$ cat src/sir_pkg.sv
// ----------------------------------------------------------------------------
// sir_pkg
// shared widths, constants and stage type for the rounded square root unit
// ----------------------------------------------------------------------------
package sir_pkg;

  localparam int RAD_W   = 32;              // radicand width
  localparam int ROOT_W  = 17;              // rounded root width
  localparam int STEPS   = RAD_W / 2;       // one cell per bit pair
  localparam int IN_TW   = 32;              // in_tdata width, whole bytes
  localparam int OUT_TW  = 24;              // out_tdata width, whole bytes

  // trial bit of the first cell, top bit pair
  localparam logic [RAD_W-1:0] TOP_BIT = RAD_W'(1) << (RAD_W - 2);

  // partial remainder and partial root handed from cell to cell
  typedef struct packed {
    logic [RAD_W-1:0] rem;
    logic [RAD_W-1:0] acc;
  } sir_stage_t;

endpackage

$ cat src/integer_sqrt_rounded_unit.sv
// ----------------------------------------------------------------------------
// integer_sqrt_rounded_unit
// rounded square root of a 32-bit unsigned value, 16-cell digit chain
// ----------------------------------------------------------------------------
// each transfer on the input carries one 32-bit radicand and yields exactly
// one transfer on the output carrying its square root rounded to the nearest
// integer (0 to 65536). the root is built by a chain of 16 identical cells,
// one restoring digit step per bit pair from the top pair down, followed by
// a rounding cell that adds one when the remainder exceeds the floor root and
// holds the result. 17 register stages lie between input and output. one new
// radicand can be taken every cycle while the output keeps draining, as each
// cell hands its partial remainder and root to the next. every cell has its
// own valid and stalls only when it holds an item that the cell after it
// cannot take, so a waiting result does not stop the cells behind it from
// filling up. no state survives between items.
module integer_sqrt_rounded_unit
  import sir_pkg::*;
(
  input  logic              clk,
  input  logic              rst_n,
  // input channel
  input  logic              in_tvalid,
  output logic              in_tready,
  input  logic [IN_TW-1:0]  in_tdata,   // [31:0] radicand
  // result channel
  output logic              out_tvalid,
  input  logic              out_tready,
  output logic [OUT_TW-1:0] out_tdata   // [16:0] root, [23:17] zero
);

  // stage n is the input of cell n; stage STEPS feeds the rounding cell
  logic       stage_valid [STEPS+1];
  logic       stage_ready [STEPS+1];
  sir_stage_t stage_data  [STEPS+1];

  logic [ROOT_W-1:0] root;

  // first cell starts with the whole radicand as remainder and an empty root
  assign stage_valid[0]    = in_tvalid;
  assign in_tready         = stage_ready[0];
  assign stage_data[0].rem = in_tdata[RAD_W-1:0];
  assign stage_data[0].acc = '0;

  for (genvar g = 0; g < STEPS; g++) begin : g_cell
    sir_cell #(
      .STEP (g)
    ) u_cell (
      .clk      (clk),
      .rst_n    (rst_n),
      .up_valid (stage_valid[g]),
      .up_ready (stage_ready[g]),
      .up_data  (stage_data[g]),
      .dn_valid (stage_valid[g+1]),
      .dn_ready (stage_ready[g+1]),
      .dn_data  (stage_data[g+1])
    );
  end

  // rounding and output register
  sir_round u_round (
    .clk      (clk),
    .rst_n    (rst_n),
    .up_valid (stage_valid[STEPS]),
    .up_ready (stage_ready[STEPS]),
    .up_data  (stage_data[STEPS]),
    .dn_valid (out_tvalid),
    .dn_ready (out_tready),
    .dn_root  (root)
  );

  assign out_tdata = {(OUT_TW - ROOT_W)'(0), root};

  // rounded root never goes past 65536
  assert property (@(posedge clk) disable iff (!rst_n)
    out_tvalid |-> (out_tdata[ROOT_W-1:0] <= ROOT_W'(17'h10000)))
    else $error("root out of range");

  // padding above the root stays zero
  assert property (@(posedge clk) disable iff (!rst_n)
    out_tvalid |-> (out_tdata[OUT_TW-1:ROOT_W] == '0))
    else $error("out_tdata padding not zero");

  // a draining output frees the whole chain, so the input must be ready
  assert property (@(posedge clk) disable iff (!rst_n)
    (out_tvalid && out_tready) |-> in_tready)
    else $error("chain stalled while output drains");

  // with the last cell and the output empty, no result can appear in the next cycle
  assert property (@(posedge clk) disable iff (!rst_n)
    (!stage_valid[STEPS] && !out_tvalid) |=> !out_tvalid)
    else $error("result without a transfer in the last cell");

endmodule

$ cat src/sir_cell.sv
// ----------------------------------------------------------------------------
// sir_cell
// one restoring digit step of the root chain, registered
// ----------------------------------------------------------------------------
module sir_cell
  import sir_pkg::*;
#(
  parameter int STEP = 0
) (
  input  logic       clk,
  input  logic       rst_n,
  input  logic       up_valid,
  output logic       up_ready,
  input  sir_stage_t up_data,
  output logic       dn_valid,
  input  logic       dn_ready,
  output sir_stage_t dn_data
);

  localparam logic [RAD_W-1:0] BIT_VAL = TOP_BIT >> (2 * STEP);

  logic             valid_r;
  sir_stage_t       data_r;
  sir_stage_t       data_nxt;
  logic [RAD_W-1:0] trial;
  logic [RAD_W-1:0] acc_sum;
  logic             take;

  always_comb begin
    trial    = up_data.acc + BIT_VAL;
    take     = (up_data.rem >= trial);
    acc_sum  = take ? (up_data.acc + (BIT_VAL << 1)) : up_data.acc;
    data_nxt.rem = take ? (up_data.rem - trial) : up_data.rem;
    data_nxt.acc = acc_sum >> 1;
  end

  assign up_ready = !valid_r || dn_ready;

  always_ff @(posedge clk) begin
    if (!rst_n) begin
      valid_r <= 1'b0;
    end else if (up_ready) begin
      valid_r <= up_valid;
    end
  end

  always_ff @(posedge clk) begin
    if (up_ready && up_valid) begin
      data_r <= data_nxt;
    end
  end

  assign dn_valid = valid_r;
  assign dn_data  = data_r;

endmodule

$ cat src/sir_round.sv
// ----------------------------------------------------------------------------
// sir_round
// final rounding and output register of the root chain
// ----------------------------------------------------------------------------
module sir_round
  import sir_pkg::*;
(
  input  logic              clk,
  input  logic              rst_n,
  input  logic              up_valid,
  output logic              up_ready,
  input  sir_stage_t        up_data,
  output logic              dn_valid,
  input  logic              dn_ready,
  output logic [ROOT_W-1:0] dn_root
);

  logic              valid_r;
  logic [ROOT_W-1:0] root_r;
  logic [ROOT_W-1:0] root_nxt;

  // round up when the remainder exceeds the floor root
  assign root_nxt = up_data.acc[ROOT_W-1:0] + ROOT_W'(up_data.rem > up_data.acc);

  assign up_ready = !valid_r || dn_ready;

  always_ff @(posedge clk) begin
    if (!rst_n) begin
      valid_r <= 1'b0;
    end else if (up_ready) begin
      valid_r <= up_valid;
    end
  end

  always_ff @(posedge clk) begin
    if (up_ready && up_valid) begin
      root_r <= root_nxt;
    end
  end

  assign dn_valid = valid_r;
  assign dn_root  = root_r;

endmodule
$ cat config.mk
export PLATFORM = sky130hd
export DESIGN_NAME = integer_sqrt_rounded_unit
export DESIGN_NICKNAME = d
export VERILOG_FILES = /design/src/sir_pkg.sv /design/src/integer_sqrt_rounded_unit.sv /design/src/sir_cell.sv /design/src/sir_round.sv
export SDC_FILE = /design/constraint.sdc
export NUM_CORES = 1
export LEC_CHECK = 0
export BUFFER_PORTS_ARGS = -buffer_cell sky130_fd_sc_hd__buf_2
export CORE_AREA = 2 2 346 348
export DETAILED_ROUTE_END_ITERATION = 12
export DIE_AREA = 0 0 348 350
export GPL_TIMING_DRIVEN = 0
export HOLD_SLACK_MARGIN = 0.1
export SLEW_MARGIN = 20
export SYNTH_ARGS = -nofsm -noshare
export SYNTH_HDL_FRONTEND = slang
export SYNTH_SLANG_ARGS = --single-unit
$ cat constraint.sdc
create_clock -name clk -period 4.6 [get_ports clk]
set_input_delay 0.69 -clock clk [delete_from_list [all_inputs] [get_ports clk]]
set_output_delay 0.69 -clock clk [all_outputs]
set_load 0.02 [all_outputs]
==> run metrics, run 1 <==
status=complete, no violations; total power=12.6 mW; # Max-Cap Violations=0; CTS tree=yes; worst r2r path cells=9; grt ovf=0; Setup CP Type=reg2reg; final setup violation count=0; clk buf depth=3; Die Width=348 um; top-count cell post-synth=edfxtp_1; Worst Skew=0.0170 ns; f_max=283 MHz; root buffer cell=clkbuf_16; mapped cell area=32800 um^2; Die Ht=350 um; Filler cells=11.6k; IO buf count=54; Total GRT Usage=10.5%; RSZ-0062 raised after global routing=no; Hold Path Class=in2reg; DP Wirelength=50.0 mm; r2r setup slk=1.06 ns; top cells by count, synth=edfxtp_1, inv_1, nor2_1; register area share after synthesis=62.0%; Diodes inserted=0; fin crit share=77.0%; Remaining DRCs=0; routed vias=19.8k; Clock H-tree levels=3; CP endpoint=g_cell[14].u_cell.dn_data[43]; Critical path origin=g_cell[13].u_cell.dn_data[45]; FF-to-FF Start=g_cell[13].u_cell.dn_data[45]; endpoints failing hold=0; Initial Utilization=27.8%; RePlAce Congestion=0.884; CTS Sinks=682; detailed-route wire length=64.0 mm; Startpoint Class=register; detail-routed net length per standard cell=14.7 um; Req. time, crit path=4.94 ns; Pleak=13.6 nW; largest net degree at the start of global routing=32; Storage cell area=20300 um^2; Worst Path Arrival=3.88 ns; worst slew pin tran=1.03 ns; Peak VDD IR=302 uV; Slew HR=31.2%; Initial DRT Pass Iterations=5; Mapped Cells=2609; worst-path fanout max=10; area of the multi-input gates=11700 um^2; first-pass GRT wire length=102 mm; pins over their slew limit=0; area grow syn2layout=15.4%; Post-CTS Setup Bufs=0; Synth Register Bits=682; share of cells above drive strength 1=8.96%; post_cts resized=0; core area=118000 um^2; count of flip-flops with a built-in enable after synthesis=665; Die ar.=122000 um^2; DRT iter0 DRCs=816; hold_ws=0.250 ns; Skew-Pair Late Insertion Delay=0.63 ns; PwrDens=332 nW/um^2; syn_area_per_cell=12.6 um^2; capturing element type of the critical path=register; antenna-violating nets left=0; capture point of the worst reg-to-reg path=g_cell[14].u_cell.dn_data[43]; std cell rows=126; vias per cell=4.56; Area contributors post-synth=edfxtp_1, ha_1, xnor2_1, xor2_1, inv_1; Unique masters post-synth=75; cts bufs inserted=68; Main synth FF type=edfxtp_1; fraction of registers with async set/reset=0%; area leader, netlist=edfxtp_1; Hold Buf Count CTS=0; vias in the first global route=20.7k; Clock transition at path regs=0.06 ns; yosys warns=0; layout net count=2963; I/O pins=62; Tmin final=3.54 ns; Synth top area share=60.9%; antenna violations before repair=0
[sequential cells by signal, summed over array words and instances, names as in the netlist]
| name | cells |
|---|---|
| g_cell.u_cell.dn_data | 648 |
| g_cell.u_cell.dn_valid | 16 |
| u_round.dn_root | 17 |
| u_round.dn_valid | 1 |
[routing by layer]
metal	global-route usage (%)	share of wire, %
met5	0	0
met4	5.65	5.4
met3	1.97	2.7
met2	21.2	56
met1	9.75	36
[layout make-up]
cell class	instances	area share [%]
clock inverters	52	1.42
repair buffers	72	1.85
multi-input cells	1688	30.9
clock buffers	74	4.56
inverters	203	2.02
flip-flops and latches	682	53.7
plain buffers	42	0.503
well taps	1536	5.08
[cells by family after synthesis]
family,after synthesis,synth area share (%)
buf+inv,245,2.91
compound gates,465,8.85
other cells,1,0.0114
flops,682,62.0
fa+ha+maj,170,6.49
simple gates,784,12.6
xor+xnor,236,6.31
mux,26,0.878
[power breakdown]
part           switching [mW]  total (mW)  leakage [nW]  internal, mW
registers              0.0259        6.82          6.05          6.79
logic                  0.0874       0.157          6.51        0.0694
clock network            2.40        5.60          1.10          3.20
total                    2.51        12.6          13.6          10.1
[worst max-delay path, stage by stage, from the launching register on]
cell and delay [ns]:
edfxtp_1 0.42, ha_1 0.28, clkbuf_1 0.20, nand4_1 0.24
a21oi_1 0.07, o21ai_0 0.55, a21boi_2 0.16, nor2_1 0.69
clkbuf_1 0.47, o21ai_0 0.19
[per-stage QoR]
stage | utilization (%) | worst slack, ns | cell area (um^2) | setup TNS (ns) | std cells
3_3_place_gp | 29.7 | -0.770 | 35000 | -33.05 | 4205
4_1_cts | 32.1 | 1.01 | 37800 | 0 | 4349
6_report | 32.1 | 1.06 | 37800 | 0 | 4349
5_1_grt | 32.1 | 0.843 | 37800 | 0 | 4349
3_5_place_dp | 30.2 | 1.06 | 35600 | 0 | 4223
2_1_floorplan | - | 0.321 | 32800 | 0 | 2615
[worst min-delay path by stage]
stage                                      start                       endpoint  slack (ns)  depth (start not counted)
floorplan           g_cell[9].u_cell.dn_data[33]  g_cell[10].u_cell.dn_data[33]        0.42                          0
global route                        in_tdata[12]   g_cell[0].u_cell.dn_data[44]        0.21                          1
finish                               in_tdata[7]   g_cell[0].u_cell.dn_data[39]        0.25                          1
global placement    g_cell[6].u_cell.dn_data[37]   g_cell[7].u_cell.dn_data[37]        0.42                          0
detailed placement  g_cell[6].u_cell.dn_data[42]   g_cell[7].u_cell.dn_data[42]        0.43                          0
CTS                                 in_tdata[16]   g_cell[0].u_cell.dn_data[48]        0.21                          1
[placed cells by master, fill, tap and decap left out, types with 18 or more instances in the layout]
cell type and count:
edfxtp_1 665, a21o_1 36, clkbuf_1 33, or3_1 36, inv_1 202, nor3_1 63
nor2b_1 28, nand3_1 47, clkbuf_16 68, o21a_1 39, mux2_2 22, or4_1 20
buf_2 58, xnor2_1 121, nand2b_1 38, nand4_1 45, nor4_1 85, a21oi_1 140
o21ai_0 121, nand2_1 139, ha_1 170, and3_1 18, o31ai_1 18, xor2_1 115
nor2_1 174
Power figures use the tool's default switching activity.
==> run 2, diff against run 1 <==
clock period = 3.6 ns   (was 4.6 ns; I/O delays follow)
==> run 2 against run 1 <==
Die area did not move. Sequential power rose by 28%. Clock-buffer cell count rose by 9. Combinational power rose by 45%. Critical endpoint is now g_cell[11].u_cell.dn_data[54].
==> run metrics, run 2 (same netlist as run 1, synthesis figures left out) <==
Remaining DRCs=0; Worst Path Arrival=3.76 ns; DP Wirelength=50.0 mm; capturing element type of the critical path=register; total power=15.8 mW; vias per cell=4.58; f_max=292 MHz; area grow syn2layout=15.9%; Net Switching=3.17 mW; RePlAce Congestion=0.868; grt ovf=0; vias in the first global route=20.6k; endpoints failing hold=0; hold_sp=in_tdata[19]; Total GRT Usage=10.5%; combinational share of power=1.4%; TNS Setup=0 ns; Peak VDD IR=301 uV; Die Width=348 um; RSZ-0062 raised after global routing=no; Pleak=13.7 nW; antenna violations before repair=0; clk buf depth=3; Tmin final=3.43 ns; Sw Share=20.0%; hold_ws=0.146 ns; Initial DRT Pass Iterations=5; CTS Sinks=682; Worst Skew=0.0176 ns; I/O pins=62; Critical Path Slowest Stage Cell=o311ai_0; commonest non-fill, non-tap cell in the layout=edfxtp_1; r2r setup slk=0.17 ns; slowest cell delay on critical path=0.63 ns; std cell rows=126; placed insts=4222; antenna-violating nets left=0; core area=118000 um^2; detail-routed net length per standard cell=14.8 um; Clock H-tree levels=3; PwrDens=416 nW/um^2; Clock transition at path regs=0.06 ns; final setup violation count=0; capture point of the worst reg-to-reg path=g_cell[11].u_cell.dn_data[54]; non-filler cells, final=4377; commonest non-fill, non-tap cells in the layout=edfxtp_1, inv_1, nor2_1, ha_1, a21oi_1; root buffer cell=clkbuf_16; Setup CP Type=reg2reg; fin crit share=95.2%; Hold Path Class=in2reg; worst slew pin tran=0.977 ns; max reg flops=648; Hold EP=g_cell[0].u_cell.dn_data[51]; sequential power share=55.1%; share of cells above drive strength 1=8.77%; pins over their slew limit=0; detailed-route wire length=64.6 mm; Req. time, crit path=3.94 ns; routed vias=20.1k; worst r2r path cells=8; largest net degree at the start of global routing=31; Initial Utilization=27.8%; worst-path fanout max=10; dpl ws=0.0554 ns; # Max-Cap Violations=0; CTS tree=yes; Startpoint Class=register; IO buf count=54; Hold Path Cell Cnt=1; layout net count=2992; Slew HR=34.9%; Internal=12.6 mW; FF-to-FF Start=g_cell[10].u_cell.dn_data[45]; crit-path most repeated cell=a21o_1; cts bufs inserted=69; Skew-Pair Late Insertion Delay=0.62 ns; Clock power frac=43.4%; Setup WS post-layout=0.174 ns; Die Ht=350 um; DRT iter0 DRCs=868; Die ar.=122000 um^2; first-pass GRT wire length=103 mm; status=complete, no violations; CP cell instances=ha_1 -> a21o_1 -> a21o_1 -> o311ai_0 -> nor3b_1 -> clkbuf_1 -> nor4_1 -> xor2_1
==> run 2: cell types whose count changed in the layout (fill, tap and decap cells not counted), sizes merged <==
cell         change
buf              -1
bufinv           -4
clkbuf           +9
clkinv           -4
clkinvlp         -3
diode            +1
dlygate4sd3     +29
inv              +1
==> run 2: per-layer routing <==
metal / track usage (%) / wire length [um] / vias to the layer above
li1: - / - / 10098
met1: 9.87 / 23400 / 9458
met2: 21.1 / 36000 / 317
met3: 1.74 / 1770 / 191
met4: 5.91 / 3380 / 0
met5: 0 / 0 / -
==> run 2: what timing repair did <==
action                                  CTS  global route
endpoints found under the setup margin    0            23
gates resized for setup                   0             7
hold buffers                             29             0
setup buffers                             0             0
endpoints found under the hold margin    29             0
==> run 2: stage by stage <==
step,cell area [um^2],util (%)
finish,38000,32.3
floorplan,32800,-
detailed placement,35500,30.2
global placement,35000,29.7
CTS,38000,32.3
global route,38000,32.3
==> run 2: cell type report <==
| cell class | count | area (um^2) |
|---|---|---|
| fillers | 11579 | 79800 |
| flip-flops and latches | 682 | 20300 |
| multi-input cells | 1688 | 11700 |
| well taps | 1536 | 1920 |
| clock buffers | 83 | 1780 |
| repair buffers | 100 | 961 |
| inverters | 203 | 763 |
| clock inverters | 42 | 365 |
| plain buffers | 42 | 193 |
| diodes | 1 | 2.50 |
==> run 2: how the worst max path moves through the flow <==
stage / from / slack [ns] / endpoint / cells after the start
2_1_floorplan: out_tready / 0.10 / g_cell[13].u_cell.dn_data[10] / 3
3_3_place_gp: out_tready / -0.91 / g_cell[15].u_cell.dn_data[11] / 3
3_5_place_dp: g_cell[13].u_cell.dn_data[45] / 0.06 / g_cell[14].u_cell.dn_data[43] / 9
4_1_cts: g_cell[13].u_cell.dn_data[45] / 0.04 / g_cell[14].u_cell.dn_data[43] / 9
5_1_grt: g_cell[10].u_cell.dn_data[45] / 0.02 / g_cell[11].u_cell.dn_data[52] / 8
6_report: g_cell[10].u_cell.dn_data[45] / 0.17 / g_cell[11].u_cell.dn_data[54] / 8
==> run 2: power groups by stage <==
stage	clock network [mW]	logic, mW	registers (mW)
3_5_place_dp	0	0.203	8.88
6_report	6.87	0.227	8.71
3_3_place_gp	0	0.184	8.88
4_1_cts	7.06	0.227	8.71
5_1_grt	7.38	0.255	8.71
2_1_floorplan	0	0.132	8.87
==> run 2: worst max-delay path, delay by kind of cell, from the launching register on <==
kind,cells,cell delay [ns]
DFF,1,0.40
buffers and inverters,1,0.43
and+or+nand+nor,2,0.73
AOI/OAI and AO/OA,3,1.05
xor gates and xnor gates,1,0.18
adders and majority gates,1,0.36
